==> src/mbed_pkg.sv <==
// mbed_pkg: shared widths, fixed-point constants and the sequencer state type
// for the pointer motion smoother. No dependencies.
`timescale 1ns / 1ps
`default_nettype none
package mbed_pkg;

	localparam int FRAC_BITS = 16;
	localparam int BL_W      = 30;
	localparam int RES_W     = 18;
	localparam int MOVE_W    = 16;
	localparam int DT_W      = 20;
	localparam int SF_W      = 20;
	localparam int STR_W     = 16;
	localparam int DTE_W     = 17;
	localparam int R_W       = FRAC_BITS + 1;

	localparam logic [BL_W-1:0]  MAX_BACKLOG = BL_W'(4000 * (1 << FRAC_BITS));
	localparam logic [BL_W-1:0]  SETTLED     = BL_W'(1 << (FRAC_BITS - 2));
	localparam logic [DTE_W-1:0] MAX_DT_US   = DTE_W'(100000);
	localparam logic [DTE_W-1:0] FIRST_DT_US = DTE_W'(16667);
	localparam logic [R_W-1:0]   ONE_F       = R_W'(1 << FRAC_BITS);
	localparam logic [30:0]      ONE_I       = 31'(1 << 30);
	localparam logic [32:0]      LN2_I       = 33'd744261118;
	localparam logic [3:0]       TAYLOR_N    = 4'd13;

	// shared divider
	localparam int DIV_W = 64;
	localparam int DSR_W = 33;
	localparam int CNT_W = 7;

	// shared multiplier
	localparam int MUL_A_W = 31;
	localparam int MUL_B_W = 30;
	localparam int PROD_W  = MUL_A_W + MUL_B_W;

	typedef struct packed {
		logic             start;
		logic [CNT_W-1:0] steps;
	} div_req_t;

	typedef struct packed {
		logic done;
	} div_rsp_t;

	typedef enum logic [14:0] {
		S_IDLE = 15'b000000000000001,
		S_NUM  = 15'b000000000000010,
		S_DEN  = 15'b000000000000100,
		S_CMP  = 15'b000000000001000,
		S_DX   = 15'b000000000010000,
		S_DK   = 15'b000000000100000,
		S_TM   = 15'b000000001000000,
		S_TD   = 15'b000000010000000,
		S_TW   = 15'b000000100000000,
		S_REL  = 15'b000001000000000,
		S_MBX  = 15'b000010000000000,
		S_MBY  = 15'b000100000000000,
		S_MOX  = 15'b001000000000000,
		S_MOY  = 15'b010000000000000,
		S_QY   = 15'b100000000000000
	} state_t;

endpackage
`default_nettype wire

==> src/mbed_div.sv <==
// mbed_div: radix-2 restoring divider, one quotient bit per cycle.
// Depends on mbed_pkg. Dividend is left-aligned; quotient builds in the low bits.
`timescale 1ns / 1ps
`default_nettype none
module mbed_div (
	input  wire logic                      clk,
	input  wire logic                      arst_n,
	input  wire mbed_pkg::div_req_t        req,
	input  wire logic [mbed_pkg::DIV_W-1:0] dividend,
	input  wire logic [mbed_pkg::DSR_W-1:0] divisor,
	output mbed_pkg::div_rsp_t             rsp,
	output logic      [mbed_pkg::DIV_W-1:0] quotient
);
	import mbed_pkg::*;

	logic             busy_q;
	logic             done_q;
	logic [CNT_W-1:0] cnt_q;
	logic [DIV_W-1:0] dvd_q;
	logic [DSR_W-1:0] dsr_q;
	logic [DSR_W-1:0] rem_q;
	logic [DSR_W:0]   trial;
	logic [DSR_W:0]   diff;
	logic             fits;

	assign trial = {rem_q, dvd_q[DIV_W-1]};
	assign diff  = trial - {1'b0, dsr_q};
	assign fits  = trial >= {1'b0, dsr_q};

	always_ff @(posedge clk or negedge arst_n) begin
		if (!arst_n) begin
			busy_q <= 1'b0;
			done_q <= 1'b0;
			cnt_q  <= '0;
		end else begin
			done_q <= 1'b0;
			if (req.start) begin
				busy_q <= 1'b1;
				cnt_q  <= req.steps;
			end else if (busy_q) begin
				cnt_q <= cnt_q - CNT_W'(1);
				if (cnt_q == CNT_W'(1)) begin
					busy_q <= 1'b0;
					done_q <= 1'b1;
				end
			end
		end
	end

	always_ff @(posedge clk) begin
		if (req.start) begin
			dvd_q <= dividend;
			dsr_q <= divisor;
			rem_q <= '0;
		end else if (busy_q) begin
			rem_q <= fits ? diff[DSR_W-1:0] : trial[DSR_W-1:0];
			dvd_q <= {dvd_q[DIV_W-2:0], fits};
		end
	end

	assign rsp.done  = done_q;
	assign quotient  = dvd_q;

endmodule
`default_nettype wire

==> config.mk <==
export PLATFORM = sky130hd
export DESIGN_NAME = mbed_div
export DESIGN_NICKNAME = d
export VERILOG_FILES = /design/src/mbed_pkg.sv /design/src/mbed_div.sv
export SDC_FILE = /design/constraint.sdc
export NUM_CORES = 1
export LEC_CHECK = 0
export BUFFER_PORTS_ARGS = -buffer_cell sky130_fd_sc_hd__buf_2
export CORE_MARGIN = 2
export CORE_UTILIZATION = 44
export CTS_BUF_LIST = sky130_fd_sc_hd__clkbuf_16
export DETAILED_ROUTE_END_ITERATION = 12
export PLACE_DENSITY = 0.67
export SETUP_SLACK_MARGIN = 0.15
export SLEW_MARGIN = 40
export SYNTH_ARGS = -nofsm -noshare
export SYNTH_HDL_FRONTEND = slang
export SYNTH_SLANG_ARGS = --single-unit
export TNS_END_PERCENT = 30
==> constraint.sdc <==
create_clock -name clk -period 3.4 [get_ports clk]
set_input_delay 0.51 -clock clk [delete_from_list [all_inputs] [get_ports clk]]
set_output_delay 0.51 -clock clk [all_outputs]
set_load 0.02 [all_outputs]
# --- Word level (Yosys, flattened, before mapping) ---
# Index checks and enable logic that the tools add are counted.
totals:
  ram_bits: 0
  regBits: 139
  mem_count: 0
  latchBits: 0
  mem_bits_ro: 0
  out_inout_bits: 65
  word_cells: 22
op_classes:
  shifts: 0
  multipliers: 0
  n_eq_ne: 1
  reduce_logical: 1
  mux: 11
  n_bitwise: 0
  addsub: 2
  div: 0
  magnitude_cmp: 1
ops:
  columns: ["operator", "count"]
  rows:
  - ["$mux W64", 2]
  - ["$ge A34 B33 Y1", 1]
  - ["$mux W33", 1]
  - ["$sub A33 B33 Y33", 1]
  - ["$mux W7", 2]
  - ["$eq A7 B1 Y1 const B", 1]
  - ["$sub A7 B1 Y7 const B", 1]
  - ["$mux W1", 6]
  - ["$reduce_bool A2 Y1", 1]

# --- Depth between registers and ports, before layout ---
# Gate-level depths: netlist of run 1.
logic_depth:
  depth_word: 4
  ltp_mapped: 14
  ltp_nobuf: 13

# --- Worst setup path after synthesis of run 1 ---
# Ideal clock, no wire load.
synth_path:
  path_kind: "reg2reg"
  from: "register dvd_q[63] (netlist: quotient[63])"
  to: "register dvd_q[0] (netlist: quotient[0]) (data pin)"
  path_buffers: 1
  t_arrival_ns: 2.748
  slack_ns: 0.392
  stages_incl_launch_ff: 13
  path_cell_list: "edfxtp_1 > inv_1 > ha_1 > inv_1 > fa_1 > a211oi_1 > o21ai_1 > a21oi_1 > o31ai_2 > a21oi_4 > o21ai_2 > buf_2 > mux2_2"
synth_via:
  elab_chain_cells: 3
synth_lines:
  columns: ["item", "line_no", "rtl"]
  rows:
  - ["from (decl)", "mbed_div.sv:19", "logic [DIV_W-1:0] dvd_q;"]
  - ["from (signal assigned)", "mbed_div.sv:52", "dvd_q <= dividend;"]
  - ["from (signal assigned)", "mbed_div.sv:57", "dvd_q <= {dvd_q[DIV_W-2:0], fits};"]
  - ["$ge A34 B33 Y1", "mbed_div.sv:28", "assign fits = trial >= {1'b0, dsr_q};"]
  - ["$mux W64", "mbed_div.sv:55", "end else if (busy_q) begin"]
  - ["$mux W64", "mbed_div.sv:51", "if (req.start) begin"]
# No other way between the ends. The select of a mux whose other input is x is not followed.
# A chain may end at the register's enable or synchronous reset.

# --- Worst setup path after layout of run 1 ---
layout_path:
  from: "register dvd_q[63] (netlist: quotient[63])"
  to: "register rem_q[8]"
layout_via:
  elab_chain_cells: 2
  word_cells_on_any_way: 3
  cone_classes: "add/sub: 1; order compare: 1; mux: 1"
layout_lines:
  columns: ["item", "line_no", "rtl"]
  rows:
  - ["$sub A33 B33 Y33 / $ge A34 B33 Y1 (equally long branches)", "mbed_div.sv:27, mbed_div.sv:28", null]
  - ["$mux W33 (*)", "mbed_div.sv:56", "rem_q <= fits ? diff[DSR_W-1:0] : trial[DSR_W-1:0];"]
  - ["to (signal assigned)", "mbed_div.sv:56", null]
  - ["to (decl)", "mbed_div.sv:21", "logic [DSR_W-1:0] rem_q;"]
# Every way passes the cells marked *; elsewhere a longest branch is shown, timed or not.

==> impl_results.md, run 1 <==
- Vias per cell: 5.29
- Pleak: 0.00402 µW
- Diodes inserted: 0
- Initial antenna violation count: 0
- Synth async-reset ratio: 0.0647
- Sequential share of power: 0.367
- Area delta synth->final: 22.9%
- Slew HR: 0.574
- Hold WS: 0.255 ns
- IO Pins: 172
- Avg Cell Area, Syn: 11.0 µm²
- H-tree depth: 4
- Yosys Warn Count: 0
- Tcrit/Tclk final: 0.882
- VDD IR max: 0.000497 V
- Die Area: 18,200 µm²
- Worst min-delay path class: in -> reg
- Post-synth EDFFs: 97
- Reg-to-Reg End: rem_q[8]
- Actual slew at the worst max-slew pin: 0.635 ns
- CTS tree: built
- Fmax: 0.333 GHz
- Nets: 1,007
- CTS root buf: clkbuf_16
- Critical path class: reg -> reg
- Core region area: 16,700 µm²
- Clock slew at reported path FFs: 0.06 ns
- Post-route core utilization: 0.555
- Clock power share: 0.283
- Num CTS Buffers: 17
- GRT overflow: 0
- Final routed DRC violation total: 0
- Clock skew: 0.0107 ns
- Net count after synthesis: 828
- Flop2flop setup slack: 0.40 ns
- Layout cell share with drive strength beyond 1: 0.355
- CTS max path bufs: 2
- Final Max Slew Viols: 0
- Yosys top cell area share: 0.386
- First-pass GRT wire length: 29,000 µm
- Final setup viols: 0
- Endpoint class of the critical path: flip-flop
- Horiz. Die Dim: 135 µm
- Status: complete, no violations
- Post-layout minimum cycle time: 3.00 ns
- Synth Cell Area: 7550 µm²
- CP Launch Type: flip-flop
- Final hold vios: 0
- Vias in the first global route: 5,915
- Port bufs: 171
- Worst setup path endpoint: rem_q[8]
- Routed via count: 5,802
- GR Util All Layers: 0.201
- Comb power frac: 0.350
- Post-Layout Cell Count: 1,097
- Critical path data required time: 3.73 ns
- Unique masters post-synth: 56
- Dpl cells: 1,061
- Most frequent cells in the layout: buf_2 (170), edfxtp_1 (97), nand2_1 (77)
- Max-cap violations: 0
- CP startpoint: quotient[63]
- Yosys top cell by area: edfxtp_1
- Cell Pwr Density: 668 nW/µm²
- GPL Wtd Cong: 0.864
- Clock Latency Late Sink: 0.43 ns
- Worst-path fanout max: 9
- Int Power: 4020 µW
- Area contributors post-synth: edfxtp_1 (39%), mux2_2 (9.6%), dfxtp_1 (8.8%)
- First-pass DRT Iterations: 5
- RR Startpoint: quotient[63]
- # fillers: 1,457
- Sequential area share after synthesis: 0.503
- Starting density of the core: 0.452
- WL final: 17,900 µm
- Commonest non-fill, non-tap cell in the layout: buf_2
- Initial DRC Count: 424
- #FFs+latches synth: 139
- Die Span Y: 135 µm
- RSZ-0062 raised after global routing: false
- Clk sinks: 139
- Sw Ratio: 0.351
- Worst EP arrival: 3.33 ns
- Mapped Cells: 685
- Routed Antenna Nets: 0
- Fin Setup TNS: 0 ns
- Top FF cell, synth: edfxtp_1
- Switching pwr: 2170 µW
- WL per Instance: 16.4 µm
- # rows: 47
- Reg2reg path depth: 13
- Largest net degree at the start of global routing: 56
- Hpwl dp: 13,000 µm
[registers in the layout, indices dropped and copies added, names as in the netlist]
name      cells
quotient     64
cnt_q         7
rsp           1
rem_q        33
busy_q        1
dsr_q        33
[stage by stage]
| step | worst slack (ns) | instance area [µm²] | power, µW |
|---|---|---|---|
| floorplan | 0.392 | 7550 | 3860 |
| global placement | 0.178 | 8660 | 4370 |
| detailed placement | 0.180 | 8670 | 4390 |
| CTS | 0.158 | 9230 | 6170 |
| global route | 0.151 | 9280 | 6560 |
| finish | 0.400 | 9280 | 6200 |
[synth_stat cells (4+ instances only)]
cell / count
a211oi_1: 7
a21o_1: 15
a21oi_1: 40
a311oi_2: 16
a31oi_1: 4
and3_1: 4
buf_1: 4
buf_2: 4
buf_6: 4
clkbuf_1: 18
dfrtp_1: 9
dfxtp_1: 33
edfxtp_1: 97
ha_1: 35
inv_1: 45
mux2_2: 64
nand2_1: 77
nand3_1: 11
nand4_1: 5
nor2_1: 48
nor3_1: 9
nor4_1: 4
o211ai_1: 5
o21ai_0: 22
o21ai_1: 13
o21bai_1: 12
o31ai_1: 4
or3_1: 4
xnor2_1: 24
xor2_1: 7
[power groups by stage]
stage	Clock, µW	Combinational (µW)	Sequential [µW]
after floorplan	0	1470	2390
after global placement	0	2070	2300
after detailed placement	0	2090	2300
after CTS	1780	2110	2280
after global routing	1850	2400	2310
final	1750	2170	2280
[area by class of cell]
cell class | count | area [µm²] | share of cell area
clock inverters | 15 | 126 | 0.0136
clock buffers | 17 | 425 | 0.0459
repair buffers | 189 | 1010 | 0.109
flip-flops and latches | 139 | 3800 | 0.410
inverters | 45 | 169 | 0.0182
well taps | 220 | 275 | 0.0297
multi-input cells | 472 | 3470 | 0.374
[critical path: stages (launching register included)]
cell      delay [ns]
edfxtp_1        0.41
inv_1           0.08
ha_1            0.16
inv_1           0.06
fa_1            0.43
a211oi_2        0.28
o21ai_1         0.15
a21oi_2         0.19
o31ai_2         0.12
a21oi_4         0.29
o21a_4          0.23
buf_4           0.18
nand2_1         0.06
a311oi_1        0.27
[worst min-delay path by stage]
stage                           start         to  slack [ns]  cells after the start
after floorplan                arst_n     busy_q        0.21                      0
after global placement         arst_n   cnt_q[0]        0.38                      1
after detailed placement       arst_n   cnt_q[4]        0.37                      1
after CTS                 divisor[12]  dsr_q[12]        0.24                      1
after global routing      divisor[11]  dsr_q[11]        0.24                      1
final                     divisor[11]  dsr_q[11]        0.26                      1
[repair_timing]
| action | CTS | global route |
|---|---|---|
| endpoints found under the hold margin | 9 | 0 |
| hold buffers | 1 | 0 |
| resized for setup | 0 | 5 |
| buffers inserted | 0 | 2 |
| endpoints found under the setup margin | 0 | 32 |
[routing by layer]
metal	wire length (µm)	share of wire	track usage	up-vias
met2	8510	0.47	0.327	160
met4	340	0.019	0.0608	0
li1	-	-	-	2880
met1	7930	0.44	0.256	2732
met3	1160	0.065	0.0664	30
met5	0	0	0	-
[cell families after synthesis]
group / after synthesis / share of synthesized area
xor+xnor: 31 / 0.0360
flops: 139 / 0.503
compound gates: 165 / 0.161
buf+inv: 75 / 0.0419
simple gates: 174 / 0.100
fa+ha+maj: 36 / 0.0607
mux: 65 / 0.0968
Power figures use the tool's default switching activity.
==> inputs of run 2 (changes only) <==
--- a/config.mk
+++ b/config.mk
@@ -6,11 +6,13 @@
 export NUM_CORES = 1
 export LEC_CHECK = 0
 export BUFFER_PORTS_ARGS = -buffer_cell sky130_fd_sc_hd__buf_2
+export CELL_PAD_IN_SITES_DETAIL_PLACEMENT = 0
+export CELL_PAD_IN_SITES_GLOBAL_PLACEMENT = 1
 export CORE_MARGIN = 2
-export CORE_UTILIZATION = 44
+export CORE_UTILIZATION = 43
 export CTS_BUF_LIST = sky130_fd_sc_hd__clkbuf_16
 export DETAILED_ROUTE_END_ITERATION = 12
-export PLACE_DENSITY = 0.67
+export PLACE_DENSITY_LB_ADDON = 0.1
 export SETUP_SLACK_MARGIN = 0.15
 export SLEW_MARGIN = 40
 export SYNTH_ARGS = -nofsm -noshare
==> impl_results.md, run 2 (synthesis gave the netlist of run 1 again) <==
- Max-cap violations: 0
- Clock slew at reported path FFs: 0.06 ns
- Worst min-delay path class: in -> reg
- CTS max path bufs: 2
- Final setup viols: 0
- Critical path data required time: 3.73 ns
- GR Util All Layers: 0.199
- Vias per cell: 5.23
- # fillers: 1,544
- Initial DRC Count: 308
- Tcrit/Tclk final: 0.876
- Cell Pwr Density: 668 nW/µm²
- Largest net degree at the start of global routing: 121
- Horiz. Die Dim: 136 µm
- Most used cell, CP: inv_1
- Slowest cell on the critical path: fa_1
- Fin Setup TNS: 0 ns
- Post-route core utilization: 0.537
- WL per Instance: 16.2 µm
- Final Max Slew Viols: 0
- Die Span Y: 136 µm
- Multi-input gate area: 3450 µm²
- Worst EP arrival: 3.31 ns
- Clock skew: 0.00818 ns
- Routed Antenna Nets: 0
- Num CTS Buffers: 17
- CTS root buf: clkbuf_16
- Endpoint class of the critical path: flip-flop
- CP peak stage delay: 0.43 ns
- CP Launch Type: flip-flop
- Worst path cell trace: inv_1 > ha_1 > inv_1 > fa_1 > a211oi_2 > o21ai_1 > a21oi_2 > o31ai_2 > a21oi_4 > o21a_1 > buf_4 > nand2_1 > a311oi_2
- Hpwl dp: 12,800 µm
- WL final: 17,800 µm
- Post-layout minimum cycle time: 2.98 ns
- Hold_sp: divisor[25]
- First-pass DRT Iterations: 4
- VDD IR max: 0.000452 V
- Kind of cell adding the most delay to the critical path: compound AO/OA/AOI/OAI gates
- # rows: 48
- Area delta synth->final: 22.6%
- Diodes inserted: 0
- Nets: 1,004
- Layout cell share with drive strength beyond 1: 0.351
- IO Pins: 172
- Pleak: 0.00400 µW
- RR Startpoint: quotient[63]
- Core region area: 17,200 µm²
- GRT overflow: 0
- CP startpoint: quotient[63]
- Worst-path fanout max: 19
- H-tree depth: 4
- Critical path class: reg -> reg
- RSZ-0062 raised after global routing: false
- Final hold vios: 0
- Initial antenna violation count: 0
- Vias in the first global route: 5,755
- Actual slew at the worst max-slew pin: 0.634 ns
- Fmax: 0.336 GHz
- Starting density of the core: 0.438
- Clk sinks: 139
- Port bufs: 171
- Largest register FFs: 64
- First-pass GRT wire length: 28,900 µm
- Most frequent cells in the layout: buf_2 (170), edfxtp_1 (97), nand2_1 (77)
- Clock Latency Late Sink: 0.43 ns
- Die Area: 18,600 µm²
- Slew HR: 0.577
- Commonest non-fill, non-tap cell in the layout: buf_2
- Status: complete, no violations
- GPL Wtd Cong: 0.861
- FF+latch area: 3800 µm²
- Final routed DRC violation total: 0
- CTS tree: built
- Worst Path Buf+Inv: 3
- Routed via count: 5,749
run 2: cell count changes in the layout (fill, tap and decap cells not counted), sizes merged:
| cell | before | now |
|---|---|---|
| bufinv | 1 | 0 |
| clkinvlp | 3 | 4 |
| inv | 50 | 54 |
| o21ai | 37 | 36 |
| buf | 188 | 186 |
| clkinv | 6 | 2 |
run 2: worst paths after layout:
kind | end | slack (ns) | cells past startpoint
min in group asynchronous | rsp | 0.48 | 2
min reg2reg | rem_q[2] | 0.49 | 2
max reg2reg | rem_q[17] | 0.42 | 13
max in group asynchronous | busy_q | 2.72 | 2
max | rem_q[17] | 0.42 | 13
min | dsr_q[25] | 0.26 | 1
run 2: through the flow:
stage / hold slack, ns / worst slack, ns / instances / power [µW] / area (µm²)
floorplan: 0.214 / 0.392 / 685 / 3860 / 7550
global placement: 0.370 / 0.337 / 1065 / 4410 / 8660
detailed placement: 0.375 / 0.254 / 1065 / 4410 / 8660
CTS: 0.235 / 0.228 / 1098 / 6210 / 9230
global route: 0.238 / 0.139 / 1099 / 6570 / 9250
finish: 0.258 / 0.422 / 1099 / 6180 / 9250
run 2: power by group:
group          internal [µW]  total (µW)  switching (µW)  leakage, µW
logic                    903        2130            1230      0.00235
clock network            960        1770             811     0.000266
registers               2100        2280             180      0.00138
total                   3960        6180            2220      0.00400
run 2: routing by layer:
layer | global-route usage | routed length, µm | vias up
met5 | 0 | 0 | -
met4 | 0.0637 | 270 | 0
met3 | 0.0723 | 1260 | 22
met2 | 0.310 | 8230 | 168
met1 | 0.256 | 8070 | 2689
li1 | - | - | 2870
run 2: layout make-up:
class                   instances  area share
flip-flops and latches        139       0.411
multi-input cells             471       0.372
repair buffers                187       0.108
clock buffers                  17      0.0460
well taps                     225      0.0304
inverters                      45      0.0183
clock inverters                15      0.0145
run 2: repair_timing:
item / in CTS / in global routing
hold buffers: 1 / 0
endpoints found under the hold margin: 9 / 0
setup buffers: 0 / 1
setup endpoints to repair: 0 / 34
gates resized for setup: 0 / 3
